===== src/oaht_pkg.sv =====
// Shared constants for the open-addressing hash table.
// Operation and status codes, field widths and the default table size.
// No dependencies.
package oaht_pkg;

    // Default table size handed to the top level
    localparam int TABLE_SIZE_DEF = 16;

    // Field widths
    localparam int FUNC_W   = 2;
    localparam int KEY_W    = 31;
    localparam int START_W  = 5;
    localparam int STATUS_W = 2;
    localparam int SLOT_W   = 4;

    // Packed stream widths, padded to whole bytes
    localparam int IN_DATA_W  = 40;
    localparam int OUT_DATA_W = 8;

    // Operation codes
    localparam logic [FUNC_W-1:0] FUNC_INSERT = 2'd0;
    localparam logic [FUNC_W-1:0] FUNC_SEARCH = 2'd1;
    localparam logic [FUNC_W-1:0] FUNC_REMOVE = 2'd2;

    // Result status codes
    localparam logic [STATUS_W-1:0] STAT_OK      = 2'd0;
    localparam logic [STATUS_W-1:0] STAT_FULL    = 2'd1;
    localparam logic [STATUS_W-1:0] STAT_MISSING = 2'd2;

    // Probe mode register values
    localparam logic MODE_LINEAR    = 1'b0;
    localparam logic MODE_QUADRATIC = 1'b1;

endpackage


===== src/oaht_home.sv =====
// Home slot unit: key mod TABLE_SIZE, four key bits per cycle, MSB first.
// Done pulses for one cycle with home valid once the last digit step is taken.
// Depends on oaht_pkg.
module oaht_home #(
    parameter int TABLE_SIZE = oaht_pkg::TABLE_SIZE_DEF
) (
    input  logic                           clk,
    input  logic                           rst_n,
    input  logic                           start,
    input  logic [oaht_pkg::KEY_W-1:0]     key,
    output logic                           done,
    output logic [$clog2(TABLE_SIZE)-1:0]  home
);
    import oaht_pkg::*;

    localparam int SW = $clog2(TABLE_SIZE);

    logic [31:0]   shift_reg, shift_next;
    logic [SW-1:0] rem_reg, rem_next;
    logic [2:0]    cnt_reg, cnt_next;
    logic          busy_reg, busy_next;
    logic          done_reg, done_next;
    logic [SW-1:0] rem_step;

    // Four restoring steps: r = (2r + bit) mod N, r stays below N
    always_comb
    begin
        logic [SW:0]   t;
        logic [SW-1:0] r;
        r = rem_reg;
        t = '0;
        for (int b = 3; b >= 0; b--)
        begin
            t = {r, shift_reg[28 + b]};
            if (t >= (SW+1)'(TABLE_SIZE))
            begin
                t = t - (SW+1)'(TABLE_SIZE);
            end
            r = t[SW-1:0];
        end
        rem_step = r;
    end

    // Sequencing of the eight digit steps
    always_comb
    begin
        shift_next = shift_reg;
        rem_next   = rem_reg;
        cnt_next   = cnt_reg;
        busy_next  = busy_reg;
        done_next  = 1'b0;
        if (start)
        begin
            shift_next = {1'b0, key};
            rem_next   = '0;
            cnt_next   = '0;
            busy_next  = 1'b1;
        end
        else if (busy_reg)
        begin
            shift_next = {shift_reg[27:0], 4'd0};
            rem_next   = rem_step;
            cnt_next   = cnt_reg + 3'd1;
            if (cnt_reg == 3'd7)
            begin
                busy_next = 1'b0;
                done_next = 1'b1;
            end
        end
    end

    always_ff @(posedge clk or negedge rst_n)
    begin
        if (!rst_n)
        begin
            busy_reg <= 1'b0;
            done_reg <= 1'b0;
            cnt_reg  <= '0;
        end
        else
        begin
            busy_reg <= busy_next;
            done_reg <= done_next;
            cnt_reg  <= cnt_next;
        end
    end

    // Datapath registers
    always_ff @(posedge clk)
    begin
        shift_reg <= shift_next;
        rem_reg   <= rem_next;
    end

    assign done = done_reg;
    assign home = rem_reg;

endmodule


===== src/oaht_ram.sv =====
// Slot memory: one write port and one read port, registered read data.
// Each word holds the used bit over the stored key.
// Depends on oaht_pkg for the key width.
module oaht_ram #(
    parameter int TABLE_SIZE = oaht_pkg::TABLE_SIZE_DEF
) (
    input  logic                              clk,
    input  logic                              wr_en,
    input  logic [$clog2(TABLE_SIZE)-1:0]     wr_addr,
    input  logic [oaht_pkg::KEY_W:0]          wr_data,
    input  logic                              rd_en,
    input  logic [$clog2(TABLE_SIZE)-1:0]     rd_addr,
    output logic [oaht_pkg::KEY_W:0]          rd_data
);
    import oaht_pkg::*;

    logic [KEY_W:0] mem [TABLE_SIZE];
    logic [KEY_W:0] rd_data_reg;

    // Write port
    always_ff @(posedge clk)
    begin
        if (wr_en)
        begin
            mem[wr_addr] <= wr_data;
        end
    end

    // Read port, registered; read data holds while rd_en is low
    always_ff @(posedge clk)
    begin
        if (rd_en)
        begin
            rd_data_reg <= mem[rd_addr];
        end
    end

    assign rd_data = rd_data_reg;

endmodule


===== src/open_addressing_hash_table.sv =====
// Open-addressing hash table, linear or quadratic probing, one item at a time.
// The home unit finds the home slot in its digit steps; probes below the start number
// are then skipped without a read, and each probed slot gets one memory read in S_PROBE
// and a decision in S_CHECK before the result goes to the output register.
// A new beat is taken once the previous result sits in the output register.
// Reset (rst_n, async low) clears control and probe mode, then a clearing pass
// zeroes each of the TABLE_SIZE slot memory words before the first beat is taken.
module open_addressing_hash_table #(
    parameter int TABLE_SIZE = oaht_pkg::TABLE_SIZE_DEF
) (
    input  logic                               clk,
    input  logic                               rst_n,
    // s_tdata: func[1:0], key[32:2], start_probe[37:33], zero pad
    input  logic                               s_tvalid,
    output logic                               s_tready,
    input  logic [oaht_pkg::IN_DATA_W-1:0]     s_tdata,
    // m_tdata: status[1:0], slot[5:2], zero pad
    output logic                               m_tvalid,
    input  logic                               m_tready,
    output logic [oaht_pkg::OUT_DATA_W-1:0]    m_tdata,
    // probe_mode register write
    input  logic                               cfg_valid,
    output logic                               cfg_ready,
    input  logic                               cfg_data
);
    import oaht_pkg::*;

    localparam int SW = $clog2(TABLE_SIZE);
    localparam int IW = $clog2(TABLE_SIZE + 1);

    localparam logic [2:0] S_CLEAR = 3'd0;
    localparam logic [2:0] S_IDLE  = 3'd1;
    localparam logic [2:0] S_HOME  = 3'd2;
    localparam logic [2:0] S_PROBE = 3'd3;
    localparam logic [2:0] S_CHECK = 3'd4;
    localparam logic [2:0] S_DONE  = 3'd5;

    logic [2:0]          state_reg, state_next;
    logic                mode_reg, mode_next;
    logic [FUNC_W-1:0]   func_reg, func_next;
    logic [KEY_W-1:0]    key_reg, key_next;
    logic [IW-1:0]       start_reg, start_next;
    logic [IW-1:0]       idx_reg, idx_next;
    logic [SW-1:0]       slot_reg, slot_next;
    logic [SW-1:0]       delta_reg, delta_next;
    logic [STATUS_W-1:0] res_status_reg, res_status_next;
    logic [SW-1:0]       res_slot_reg, res_slot_next;
    logic                out_valid_reg, out_valid_next;
    logic [OUT_DATA_W-1:0] out_data_reg, out_data_next;

    // Input beat fields
    logic [FUNC_W-1:0]   in_func;
    logic [KEY_W-1:0]    in_key;
    logic [START_W-1:0]  in_start;
    logic                in_accept;

    // Home unit and memory hookup
    logic                home_start;
    logic                home_done;
    logic [SW-1:0]       home_slot;
    logic                wr_en;
    logic [SW-1:0]       wr_addr;
    logic [KEY_W:0]      wr_data;
    logic                rd_en;
    logic [KEY_W:0]      rd_data;

    // Probe stepping
    logic [SW:0]         slot_sum;
    logic [SW-1:0]       slot_adv;
    logic [SW:0]         delta_sum;
    logic [SW-1:0]       delta_adv;
    logic                last_probe;
    logic                rd_used;
    logic                rd_match;
    logic                out_load;

    assign in_func   = s_tdata[1:0];
    assign in_key    = s_tdata[32:2];
    assign in_start  = s_tdata[37:33];
    assign s_tready  = (state_reg == S_IDLE);
    assign in_accept = s_tvalid && s_tready;
    assign cfg_ready = 1'b1;

    oaht_home #(
        .TABLE_SIZE (TABLE_SIZE)
    ) u_home (
        .clk   (clk),
        .rst_n (rst_n),
        .start (home_start),
        .key   (key_next),
        .done  (home_done),
        .home  (home_slot)
    );

    oaht_ram #(
        .TABLE_SIZE (TABLE_SIZE)
    ) u_ram (
        .clk     (clk),
        .wr_en   (wr_en),
        .wr_addr (wr_addr),
        .wr_data (wr_data),
        .rd_en   (rd_en),
        .rd_addr (slot_reg),
        .rd_data (rd_data)
    );

    // Next probe slot: linear steps by one, quadratic by 2i+1, all mod N
    always_comb
    begin
        slot_sum = {1'b0, slot_reg} + ((mode_reg == MODE_QUADRATIC) ?
                   {1'b0, delta_reg} : (SW+1)'(1));
        if (slot_sum >= (SW+1)'(TABLE_SIZE))
        begin
            slot_sum = slot_sum - (SW+1)'(TABLE_SIZE);
        end
        slot_adv = slot_sum[SW-1:0];

        delta_sum = {1'b0, delta_reg} + (SW+1)'(2);
        if (delta_sum >= (SW+1)'(TABLE_SIZE))
        begin
            delta_sum = delta_sum - (SW+1)'(TABLE_SIZE);
        end
        delta_adv = delta_sum[SW-1:0];
    end

    assign last_probe = (idx_reg == IW'(TABLE_SIZE - 1));
    assign rd_used    = rd_data[KEY_W];
    assign rd_match   = (rd_data[KEY_W-1:0] == key_reg);
    assign rd_en      = (state_reg == S_PROBE) && !(idx_reg < start_reg);
    assign out_load   = (state_reg == S_DONE) && (!out_valid_reg || m_tready);

    // Main sequencer
    always_comb
    begin
        state_next      = state_reg;
        mode_next       = mode_reg;
        func_next       = func_reg;
        key_next        = key_reg;
        start_next      = start_reg;
        idx_next        = idx_reg;
        slot_next       = slot_reg;
        delta_next      = delta_reg;
        res_status_next = res_status_reg;
        res_slot_next   = res_slot_reg;
        home_start      = 1'b0;
        wr_en           = 1'b0;
        wr_addr         = slot_reg;
        wr_data         = '0;

        if (cfg_valid && cfg_ready)
        begin
            mode_next = cfg_data;
        end

        case (state_reg)
            // Zero one memory word per cycle after reset
            S_CLEAR:
            begin
                wr_en    = 1'b1;
                wr_addr  = idx_reg[SW-1:0];
                idx_next = idx_reg + IW'(1);
                if (last_probe)
                begin
                    idx_next   = '0;
                    state_next = S_IDLE;
                end
            end

            S_IDLE:
            begin
                if (in_accept)
                begin
                    func_next       = in_func;
                    key_next        = in_key;
                    res_status_next = STAT_MISSING;
                    res_slot_next   = '0;
                    if (in_func == FUNC_INSERT)
                    begin
                        start_next = '0;
                        home_start = 1'b1;
                        state_next = S_HOME;
                    end
                    else if ((in_func == FUNC_SEARCH || in_func == FUNC_REMOVE) &&
                             (32'(in_start) < 32'(TABLE_SIZE)))
                    begin
                        start_next = IW'(in_start);
                        home_start = 1'b1;
                        state_next = S_HOME;
                    end
                    else
                    begin
                        state_next = S_DONE;
                    end
                end
            end

            S_HOME:
            begin
                if (home_done)
                begin
                    slot_next  = home_slot;
                    idx_next   = '0;
                    delta_next = SW'(1);
                    state_next = S_PROBE;
                end
            end

            // Skip probes below the start number, else read the slot
            S_PROBE:
            begin
                if (idx_reg < start_reg)
                begin
                    idx_next   = idx_reg + IW'(1);
                    slot_next  = slot_adv;
                    delta_next = delta_adv;
                end
                else
                begin
                    state_next = S_CHECK;
                end
            end

            // Decide on the read word
            S_CHECK:
            begin
                if (func_reg == FUNC_INSERT)
                begin
                    if (!rd_used)
                    begin
                        wr_en           = 1'b1;
                        wr_data         = {1'b1, key_reg};
                        res_status_next = STAT_OK;
                        res_slot_next   = slot_reg;
                        state_next      = S_DONE;
                    end
                    else if (last_probe)
                    begin
                        res_status_next = STAT_FULL;
                        state_next      = S_DONE;
                    end
                    else
                    begin
                        idx_next   = idx_reg + IW'(1);
                        slot_next  = slot_adv;
                        delta_next = delta_adv;
                        state_next = S_PROBE;
                    end
                end
                else
                begin
                    if (!rd_used)
                    begin
                        state_next = S_DONE;
                    end
                    else if (rd_match)
                    begin
                        res_status_next = STAT_OK;
                        res_slot_next   = slot_reg;
                        wr_en           = (func_reg == FUNC_REMOVE);
                        state_next      = S_DONE;
                    end
                    else if (last_probe)
                    begin
                        state_next = S_DONE;
                    end
                    else
                    begin
                        idx_next   = idx_reg + IW'(1);
                        slot_next  = slot_adv;
                        delta_next = delta_adv;
                        state_next = S_PROBE;
                    end
                end
            end

            // Wait for room in the output register
            S_DONE:
            begin
                if (out_load)
                begin
                    state_next = S_IDLE;
                end
            end

            default:
            begin
                state_next = S_IDLE;
            end
        endcase
    end

    // Output register
    always_comb
    begin
        out_valid_next = out_valid_reg;
        out_data_next  = out_data_reg;
        if (out_load)
        begin
            out_valid_next = 1'b1;
            out_data_next  = {2'b00, SLOT_W'(res_slot_reg), res_status_reg};
        end
        else if (m_tready)
        begin
            out_valid_next = 1'b0;
        end
    end

    always_ff @(posedge clk or negedge rst_n)
    begin
        if (!rst_n)
        begin
            state_reg     <= S_CLEAR;
            mode_reg      <= MODE_LINEAR;
            idx_reg       <= '0;
            out_valid_reg <= 1'b0;
        end
        else
        begin
            state_reg     <= state_next;
            mode_reg      <= mode_next;
            idx_reg       <= idx_next;
            out_valid_reg <= out_valid_next;
        end
    end

    // Payload registers
    always_ff @(posedge clk)
    begin
        func_reg       <= func_next;
        key_reg        <= key_next;
        start_reg      <= start_next;
        slot_reg       <= slot_next;
        delta_reg      <= delta_next;
        res_status_reg <= res_status_next;
        res_slot_reg   <= res_slot_next;
        out_data_reg   <= out_data_next;
    end

    assign m_tvalid = out_valid_reg;
    assign m_tdata  = out_data_reg;

    // A result that is not success carries slot zero
    a_slot_zero: assert property (@(posedge clk) disable iff (!rst_n)
        m_tvalid && (m_tdata[1:0] != STAT_OK) |-> (m_tdata[5:2] == 4'd0))
        else $error("nonzero slot with failing status");

    // Only defined status codes leave the block
    a_status_code: assert property (@(posedge clk) disable iff (!rst_n)
        m_tvalid |-> (m_tdata[1:0] == STAT_OK || m_tdata[1:0] == STAT_FULL ||
                      m_tdata[1:0] == STAT_MISSING))
        else $error("undefined status code");

    // One item at a time: no beat taken right after an accept
    a_one_item: assert property (@(posedge clk) disable iff (!rst_n)
        s_tvalid && s_tready |=> !s_tready)
        else $error("beat accepted while busy");

    // Probe counter stays inside the table while checking a slot
    a_idx_range: assert property (@(posedge clk) disable iff (!rst_n)
        (state_reg == S_CHECK) |-> (idx_reg < IW'(TABLE_SIZE)))
        else $error("probe counter out of range");

endmodule

===== config.mk =====
export PLATFORM = sky130hd
export DESIGN_NAME = open_addressing_hash_table
export DESIGN_NICKNAME = d
export VERILOG_FILES = /design/src/oaht_pkg.sv /design/src/oaht_home.sv /design/src/oaht_ram.sv /design/src/open_addressing_hash_table.sv
export SDC_FILE = /design/constraint.sdc
export NUM_CORES = 1
export LEC_CHECK = 0
export BUFFER_PORTS_ARGS = -buffer_cell sky130_fd_sc_hd__buf_2
export CORE_MARGIN = 2
export CORE_UTILIZATION = 50
export DETAILED_ROUTE_END_ITERATION = 10
export GPL_TIMING_DRIVEN = 0
export PLACE_DENSITY = 0.77
export REMOVE_ABC_BUFFERS = 1
export SYNTH_ARGS = -nofsm -noshare
export SYNTH_HDL_FRONTEND = slang
export SYNTH_SLANG_ARGS = --single-unit
export TNS_END_PERCENT = 1

===== constraint.sdc =====
create_clock -name clk -period 5.3 [get_ports clk]
set_input_delay 0.265 -clock clk [delete_from_list [all_inputs] [get_ports clk]]
set_output_delay 0.265 -clock clk [all_outputs]
set_load 0.005 [all_outputs]

* Word-level counts from Yosys, hierarchy flattened
Memories as Yosys holds them, arrays and structs flattened. A register that Yosys moved wholly into a read port is not among the register bits.
Cells that the tools add are included.
** Storage, ports and cells
- Memories :: 1
- Register bits :: 109
- Bits in writable memories :: 512
** Cells by class
- Muxes and demuxes :: 88
- $lt $le $gt $ge :: 8
- Reduce and logical (&&, ||, !) cells :: 24
- Add/sub/neg operators :: 10
- Eq/ne operators :: 23
** Memory list
- u_ram.mem :: depth 16, bits a word 32, read ports 1, clocked after Yosys merged registers in 1, write ports 1, line oaht_ram.sv:17 : logic [KEY_W:0] mem [TABLE_SIZE];
** Operator list (count)
- 2-to-1 mux 31 bit :: 4
- 2-to-1 mux 4 bit :: 27
- 2-to-1 mux 32 bit :: 3
- 2-to-1 mux 5 bit :: 9
- 2-to-1 mux 3 bit :: 14
- equality test 31 bit :: 1
- >= comparator 5 bit (second input constant) :: 6
- AND reduction 5 bit :: 5
- one-hot mux 4 bit (3 select lines) :: 2
- subtractor 4 x 1 -> 4 bit (second input constant) :: 6
- one-hot mux 5 bit (4 select lines) :: 1
- 2-to-1 mux 1 bit :: 18
- one-hot mux 3 bit (6 select lines) :: 1
- 2-to-1 mux 2 bit :: 6
- equality test 3 bit (second input constant) :: 3
- inequality test 3 bit (second input constant) :: 3
- inequality test 2 x 1 -> 1 bit (second input constant) :: 4
- one-hot mux 4 bit (2 select lines) :: 1
- nonzero test 2 bit :: 4
- equality test 3 x 2 -> 1 bit (second input constant) :: 2
- inequality test 2 bit (second input constant) :: 3
- adder 4 x 2 -> 5 bit (second input constant) :: 1
- adder 4 x 4 -> 5 bit :: 1
- adder 5 x 1 -> 5 bit (second input constant) :: 1
- 20 further kinds :: 27

* Depth between registers and ports, before layout
Gate-level depths: netlist (run 1).
- Depth in word-level cells :: 9
- Depth in mapped cells :: 10

* Modules after synthesis
From an unflattened synthesis (run 1), not the netlist that was laid out.
** Second synthesis, totals
- Cell total of the unflattened synthesis :: 1279
- Area, all modules :: 25612.1 sq um
** By module, submodules not included
- oaht_ram :: cells an instance 838, times used 1, area each 20174.3 sq um
- open_addressing_hash_table :: cells an instance 341, times used 1, area each 3624.7 sq um
- oaht_home :: cells an instance 100, times used 1, area each 1813.0 sq um

* Least setup slack after synthesis (run 1)
No wires, ideal clock.
- Kind :: reg2reg
- Start :: register u_ram.rd_data_reg[23] (netlist: u_ram.rd_data[23]) (read register of u_ram.mem)
- End :: memory u_ram.mem[0][0] in the netlist's numbering (enable)
- Setup slack :: 0.024 ns
- Stages on the path, launching flop included :: 8
- Data required time :: 4.799 ns
- Arrival :: 4.774 ns
- Path buffers :: 1
- Clock period less this slack :: 5.276 ns
- Cell sequence :: edfxtp_1 > xnor2_1 > nand4_1 > nor4_2 > nand2_2 > o311a_4 > buf_6 > nor4_1
** Between the ends
- Word-level cells in the longest chain between the ends :: 7
** Ends and longest elaborated chain
- start, declared :: line oaht_ram.sv:18 : logic [KEY_W:0] rd_data_reg;
- equality test 31 bit :: line open_addressing_hash_table.sv:128 : assign rd_match = (rd_data[KEY_W-1:0] == key_reg);
- 2-to-1 mux 1 bit :: line open_addressing_hash_table.sv:255 : else if (rd_match)
- 2-to-1 mux 1 bit :: line open_addressing_hash_table.sv:251 : if (!rd_used)
- 2-to-1 mux 1 bit :: line open_addressing_hash_table.sv:226 : if (func_reg == FUNC_INSERT)
- one-hot mux 1 bit (2 select lines) :: line open_addressing_hash_table.sv:155 : case (state_reg)
- 2-to-1 mux 1 bit :: line oaht_ram.sv:23 : if (wr_en)
- 2-to-1 mux 1 bit (not written as such) :: line oaht_ram.sv:25 : mem[wr_addr] <= wr_data;
- end, declared :: line oaht_ram.sv:17
Every way passes these cells.

* Worst setup path in the final report (run 1)
- Start :: register state_reg[1]
- End :: register u_home.shift_reg[16] (data pin)
** Between the ends
- Word-level cells in the longest chain between the ends :: 5
- Elaborated cells between the ends (all ways) :: 7
** Ends and longest elaborated chain
- start, declared :: line open_addressing_hash_table.sv:38 : logic [2:0] state_reg, state_next;
- start signal, assigned :: line open_addressing_hash_table.sv:319 : state_reg <= state_next;
- equality test 3 x 1 -> 1 bit (*) :: line open_addressing_hash_table.sv:80, open_addressing_hash_table.sv:155
- logical AND 1 bit :: line open_addressing_hash_table.sv:81 : assign in_accept = s_tvalid && s_tready;
- 2-to-1 mux 31 bit or 2-to-1 mux 1 bit (tied branches) :: line open_addressing_hash_table.sv:171 : if (in_accept)
- 2-to-1 mux 31 bit or 2-to-1 mux 1 bit (tied branches) :: line open_addressing_hash_table.sv:155
- 2-to-1 mux 31 bit (*) :: line oaht_home.sv:52 : if (start)
- net u_home.shift_next[16] :: line oaht_home.sv:18 : logic [31:0] shift_reg, shift_next;
- end signal, assigned :: line oaht_home.sv:91 : shift_reg <= shift_next;
- end, declared :: line oaht_home.sv:18
Mark *: on every way through the listed nets, which the timed path passes. The rest lies on a longest branch.
A chain may end at the register's enable or synchronous reset.

==> results.cfg, run 1 <==
[outcome]
outcome = completed

[timing]
finalSetupViolCount = 0
drv_slew = 0
clock_skew_ps = 14.96
worstMarginPinSlew_ps = 1355
setup_ws_ps = 602.9
hold_slack_ps = 87.05
hold_viol = 0
fin_crit_sh_pct = 88.63
fmax_mhz = 212.9
fin_crit_ps = 4697
max_slew_margin_pct = 9.102
rsz0062_at_grt = false

[cts]
clock_sinks = 652
clock_latency_ps = 630
cts_made_buffers = 60
clk_path_buf_depth = 3
cts_setup_buffers = 0
cts_max_level = 2
cts_tree = yes
cts.reportedPaths.clkPinSlew_ps = 70
hold_buffers = 42
root_buffer = clkbuf_16
cts_resized = 0

[logic_synthesis]
yosys.area_share.simple_pct = 4.440
synth_seq_area_share_pct = 74.74
synth_compound_area_share_pct = 1.470
synth_xor_area_share_pct = 1.231
synth_seq_cells = 652
synthAdderAreaFrac_pct = 0.7132
synth_area_um2 = 25610
synth-main-ff-cell = edfxtp_1
synth_edf_count = 601
yosysUniqueCellTypes = 61
yosysWarnings = 0
synth_top_family_by_area = multiplexers
async_reset_ff_share_pct = 2.301
synth_area_per_cell_um2 = 20.01
muxShareOfSynthArea_pct = 15.91
synthCells = 1280

[routing]
dr.pass1.iters = 7
detail-route-antenna-nets = 0
drt-initial-drc-count = 1841
via_per_inst = 6.060
vias = 13484
wl_mm = 59.72
wl_per_cell_um = 26.84
drc = 0

[floorplan]
initial_core_util_pct = 50.84
core_um2 = 50380
num_rows = 82
die_h_um = 230.3
dieArea_um2 = 53050
fp.dieW_um = 230.3
pin_count = 57

[critical_path]
rr_endpoint = u_home.shift_reg[16]$_DFFE_PP_
cp.arrival_ps = 5070
ff2ff_setup_slack_ps = 600
reg2regPathDepth = 8
critical-path-top-delay-family = simple AND/OR/NAND/NOR gates
crit_slowest_cell = clkinv_1
worstPathMaxFanout = 40
cpMostUsedCell = nand2_1
worstPathRequired_ps = 5670
cp_cell_sequence = nor2b_1 -> nand2b_1 -> inv_1 -> and2_2 -> nand2_1 -> clkinv_1 -> nand2_1 -> nand2_1
critPathMaxStageDelay_ps = 1440
critPathLaunchType = register
critPathCaptureType = register
crit_type = register to register
crit_buf_inv = 2
r2r_start = state_reg[1]$_DFFE_PN0P_

[global_routing]
antenna_found_initial = 0
grt_max_degree = 41
grt_usage_pct = 22.94
grt_pass1_vias = 13753
overflow = 0
grt_first_pass_wirelength_mm = 88.80

[power]
comb_power_share_pct = 25.9
pwr-share-clk_pct = 29.4
p_switching_uw = 4340
p_seq_share_pct = 44.7
total_leakage_power_uw = 0.01113
ir_worst_vdd_mv = 0.2842
switching_share_pct = 28.21
power.internal_uw = 11040
powerDensity_nw_per_um2 = 501.6

[cells_and_area]
mostFrequentLayoutCells = 601 x edfxtp_1, 160 x mux4_2, 97 x nand2_1, 76 x buf_4, 61 x clkbuf_16
largest_reg_flops = 512
syn2layout_area_growth_pct = 19.73
nets = 1561
num_antenna_cells = 0
utilization_pct = 60.87
finalInstanceArea_um2 = 30670
final_common_cell = edfxtp_1
drive_above_1_share_pct = 32.07

[place]
port_buffers = 51
dp_hpwl_mm = 40.48
place_ws_ps = 709.8
gp_congestion = 0.8421
place_area_um2 = 28130

[min_path]
min_path_type = input pin to async pin

[flow_run]
maxCapViolCount = 0
## through the flow
stage	power, µW	std cells	setup TNS (ps)
floorplan	9413	1216	-1652560
global placement	10530	1939	-6831110
detailed placement	10840	2068	0
CTS	15400	2224	0
global route	15940	2225	0
finish	15380	2225	0
## power groups by stage
stage | registers [µW] | clock network [µW] | logic (µW)
6_report | 6880 | 4520 | 3980
5_1_grt | 6940 | 4770 | 4230
4_1_cts | 6880 | 4570 | 3950
3_5_place_dp | 6970 | 0 | 3870
3_3_place_gp | 7480 | 0 | 3050
2_1_floorplan | 7120 | 0 | 2290
## routing by layer
layer / vias to the layer above / global-route usage [%] / part of all wire [%]
met5: - / 0 / 0
met4: 0 / 6.835 / 3.0
met3: 128 / 4.261 / 10
met2: 789 / 35.63 / 47
met1: 6981 / 33.53 / 40
li1: 5586 / - / -
## final cells by class
type                            instances  area (µm²)
Tap cell                              672       840.8
Sequential cell                       652       19140
Timing Repair Buffer                  223        2297
Multi-Input combinational cell        540        6208
Inverter                               24       90.09
Clock buffer                           77        1627
Fill cell                            3321       19710
Clock inverter                         37       459.2
## cells in the mapped netlist (all sizes together), types with 2 or more instances
library cell / n / share of area, %
xor2: 2 / 0.068
clkbuf: 38 / 0.56
mux4: 160 / 14
mux2i: 10 / 0.39
nand2: 98 / 1.4
buf: 27 / 0.56
nand4: 9 / 0.22
dfxtp: 36 / 2.8
and3: 8 / 0.20
nor3: 9 / 0.18
nor2b: 7 / 0.17
o211ai: 2 / 0.059
a2111oi: 2 / 0.068
or2: 2 / 0.049
nand2b: 8 / 0.20
nand3: 4 / 0.078
o22ai: 2 / 0.049
a21o: 3 / 0.088
mux2: 33 / 1.5
ha: 13 / 0.64
a31oi: 8 / 0.20
nor2: 30 / 0.44
o21ai: 8 / 0.16
xnor2: 34 / 1.2
a21oi: 13 / 0.25
dfrtp: 15 / 1.5
conb: 2 / 0.029
nor4: 15 / 0.42
inv: 23 / 0.34
edfxtp: 601 / 70
nor3b: 3 / 0.11
and2: 36 / 0.88
## logic make-up after synthesis
kind of cell,Yosys count
DFF,652
and+or+nand+nor,231
muxes,203
buffers and inverters,89
AOI/OAI and AO/OA,53
xor gates and xnor gates,36
adders and majority gates,14
other,2
## how the worst max path moves through the flow
| stage | start | to | slack [ps] | depth (start not counted) |
|---|---|---|---|---|
| 3_5_place_dp | state_reg[1]$_DFFE_PN0P_ | u_home.shift_reg[28]$_DFFE_PP_ | 710 | 8 |
| 6_report | state_reg[1]$_DFFE_PN0P_ | u_home.shift_reg[16]$_DFFE_PP_ | 600 | 8 |
| 3_3_place_gp | slot_reg[0]$_DFFE_PP_ | u_ram.mem[15][12]$_DFFE_PP_ | -12380 | 4 |
| 4_1_cts | state_reg[1]$_DFFE_PN0P_ | u_home.shift_reg[16]$_DFFE_PP_ | 680 | 8 |
| 2_1_floorplan | slot_reg[0]$_DFFE_PP_ | u_ram.mem[5][0]$_DFFE_PP_ | -4500 | 4 |
| 5_1_grt | state_reg[1]$_DFFE_PN0P_ | u_home.shift_reg[16]$_DFFE_PP_ | 290 | 8 |
Power figures use the tool's default switching activity.
==> run 2, diff against run 1 <==
--- a/config.mk
+++ b/config.mk
@@ -7,10 +7,11 @@
 export LEC_CHECK = 0
 export BUFFER_PORTS_ARGS = -buffer_cell sky130_fd_sc_hd__buf_2
 export CORE_MARGIN = 2
-export CORE_UTILIZATION = 50
+export CORE_UTILIZATION = 48
 export DETAILED_ROUTE_END_ITERATION = 10
 export GPL_TIMING_DRIVEN = 0
-export PLACE_DENSITY = 0.77
+export HOLD_SLACK_MARGIN = 0.1
+export PLACE_DENSITY = 0.75
 export REMOVE_ABC_BUFFERS = 1
 export SYNTH_ARGS = -nofsm -noshare
 export SYNTH_HDL_FRONTEND = slang
==> results.cfg, run 2 (synthesized netlist as in run 1, its figures left out) <==
[cells_and_area]
drive_above_1_share_pct = 32.56
multi_input_area_um2 = 6211
largest_reg_flops = 512
nets = 1568
mostFrequentLayoutCells = 601 x edfxtp_1, 160 x mux4_2, 96 x nand2_1, 79 x buf_4, 61 x clkbuf_16
num_antenna_cells = 0
syn2layout_area_growth_pct = 20.03
final_common_cell = edfxtp_1
fillers = 3604
layout.area.seq_um2 = 19140

[power]
comb_power_share_pct = 25.9
switching_share_pct = 28.49
power.internal_uw = 11040
ir_worst_vdd_mv = 0.3149
total_leakage_power_uw = 0.01115
p_seq_share_pct = 44.4
powerDensity_nw_per_um2 = 502.2
pwr-share-clk_pct = 29.7
p_switching_uw = 4398

[min_path]
hp-start = s_tvalid
min_path_type = input pin to register

[critical_path]
crit_type = register to register
worstPathMaxFanout = 32
setup.worst_path.start = state_reg[1]$_DFFE_PN0P_
rr_endpoint = u_home.shift_reg[17]$_DFFE_PP_
worstPathRequired_ps = 5700
r2r_start = state_reg[1]$_DFFE_PN0P_
cp.arrival_ps = 5160
cp-endpoint = u_home.shift_reg[17]$_DFFE_PP_
ff2ff_setup_slack_ps = 540
critPathLaunchType = register
critPathCaptureType = register
reg2regPathDepth = 10

[global_routing]
grt_first_pass_wirelength_mm = 89.60
grt_usage_pct = 21.97
grt_pass1_vias = 13696
antenna_found_initial = 0
grt_max_degree = 33
overflow = 0

[floorplan]
core_um2 = 52660
die_h_um = 235
initial_core_util_pct = 48.64
pin_count = 57
fp.dieW_um = 235
dieArea_um2 = 55230
num_rows = 84

[cts]
clk_path_buf_depth = 3
cts_max_level = 2
cts_made_buffers = 61
cts.reportedPaths.clkPinSlew_ps = 70
cts_resized = 0
cts_tree = yes
root_buffer = clkbuf_16
clock_latency_ps = 640
clock_sinks = 652

[timing]
worstMarginPinSlew_ps = 1327
max_slew_margin_pct = 11.34
setup_ws_ps = 537.4
fin_crit_sh_pct = 89.86
fmax_mhz = 210.0
clock_skew_ps = 20.68
hold_viol = 0
fin_crit_ps = 4763
finalSetupViolCount = 0
drv_slew = 0
rsz0062_at_grt = false
hold_slack_ps = 201.3
setup-tns-final_ps = 0

[routing]
dr.pass1.iters = 6
drt-initial-drc-count = 1891
detail-route-antenna-nets = 0
via_per_inst = 5.965
vias = 13409
wl_mm = 60.15
drc = 0
wl_per_cell_um = 26.76

[flow_run]
maxCapViolCount = 0

[place]
dp_hpwl_mm = 41.09
place_ws_ps = 734.5
gp_congestion = 0.8570
port_buffers = 51

[outcome]
outcome = completed
## run 2: cell types whose count changed in the layout (fill, tap and decap cells not counted), moves of 2 or more
cell,previous run,this run
buf_4,76,79
buf_6,22,25
buf_8,5,2
clkbuf_1,12,7
clkbuf_8,4,0
clkinv_1,7,9
clkinv_4,1,3
clkinvlp_4,3,9
## run 2: critical path, stage by stage, from the launching register on
cell and delay, ps:
dfrtp_1 660, nor2b_1 160, nand2b_1 200, inv_1 70, and2_2 400, buf_12 270
nand2_1 970, clkinv_1 1100, buf_16 450, nand2_1 120, nand2_1 60
## run 2: layout make-up
cell class / instances / share of cell area, %
Timing Repair Buffer: 229 / 7.618
Inverter: 24 / 0.2930
Clock buffer: 67 / 5.038
Tap cell: 688 / 2.800
Clock inverter: 48 / 1.783
Sequential cell: 652 / 62.27
Multi-Input combinational cell: 540 / 20.20
## run 2: how the worst min path moves through the flow
stage,to,cells past startpoint
4_1_cts,res_status_reg[0]$_SDFFCE_PN0P_,3
6_report,res_status_reg[0]$_SDFFCE_PN0P_,3
5_1_grt,res_status_reg[0]$_SDFFCE_PN0P_,3
3_3_place_gp,idx_reg[4]$_DFFE_PN0P_,1
2_1_floorplan,idx_reg[0]$_DFFE_PN0P_,0
3_5_place_dp,idx_reg[4]$_DFFE_PN0P_,1
## run 2: metrics by stage
stage	area (µm²)	util, %	total power (µW)	cells
6_report	30740	58.39	15440	2248
3_3_place_gp	26450	50.23	10590	1955
2_1_floorplan	25330	-	9413	1216
3_5_place_dp	28210	53.58	10900	2089
4_1_cts	30740	58.38	15510	2247
5_1_grt	30740	58.39	16000	2248
## run 2: repair_timing
item | 4_1_cts | 5_1_grt
setup buffers | 0 | 0
hold buffers | 43 | 0
hold endpoints to repair | 87 | 0
## run 2: power by group through the flow
stage | Combinational (µW) | Sequential (µW) | Clock (µW)
after floorplan | 2290 | 7120 | 0
after global placement | 3090 | 7500 | 0
after detailed placement | 3950 | 6960 | 0
after CTS | 4000 | 6860 | 4640
after global routing | 4240 | 6920 | 4830
final | 4000 | 6860 | 4580
## run 2: layer usage
layer	vias up	GRT usage (%)	part of all wire, %
met3	124	4.781	9.7
met2	701	34.41	48
li1	5589	-	-
met1	6995	31.42	40
met4	0	6.195	2.7
met5	-	0	0
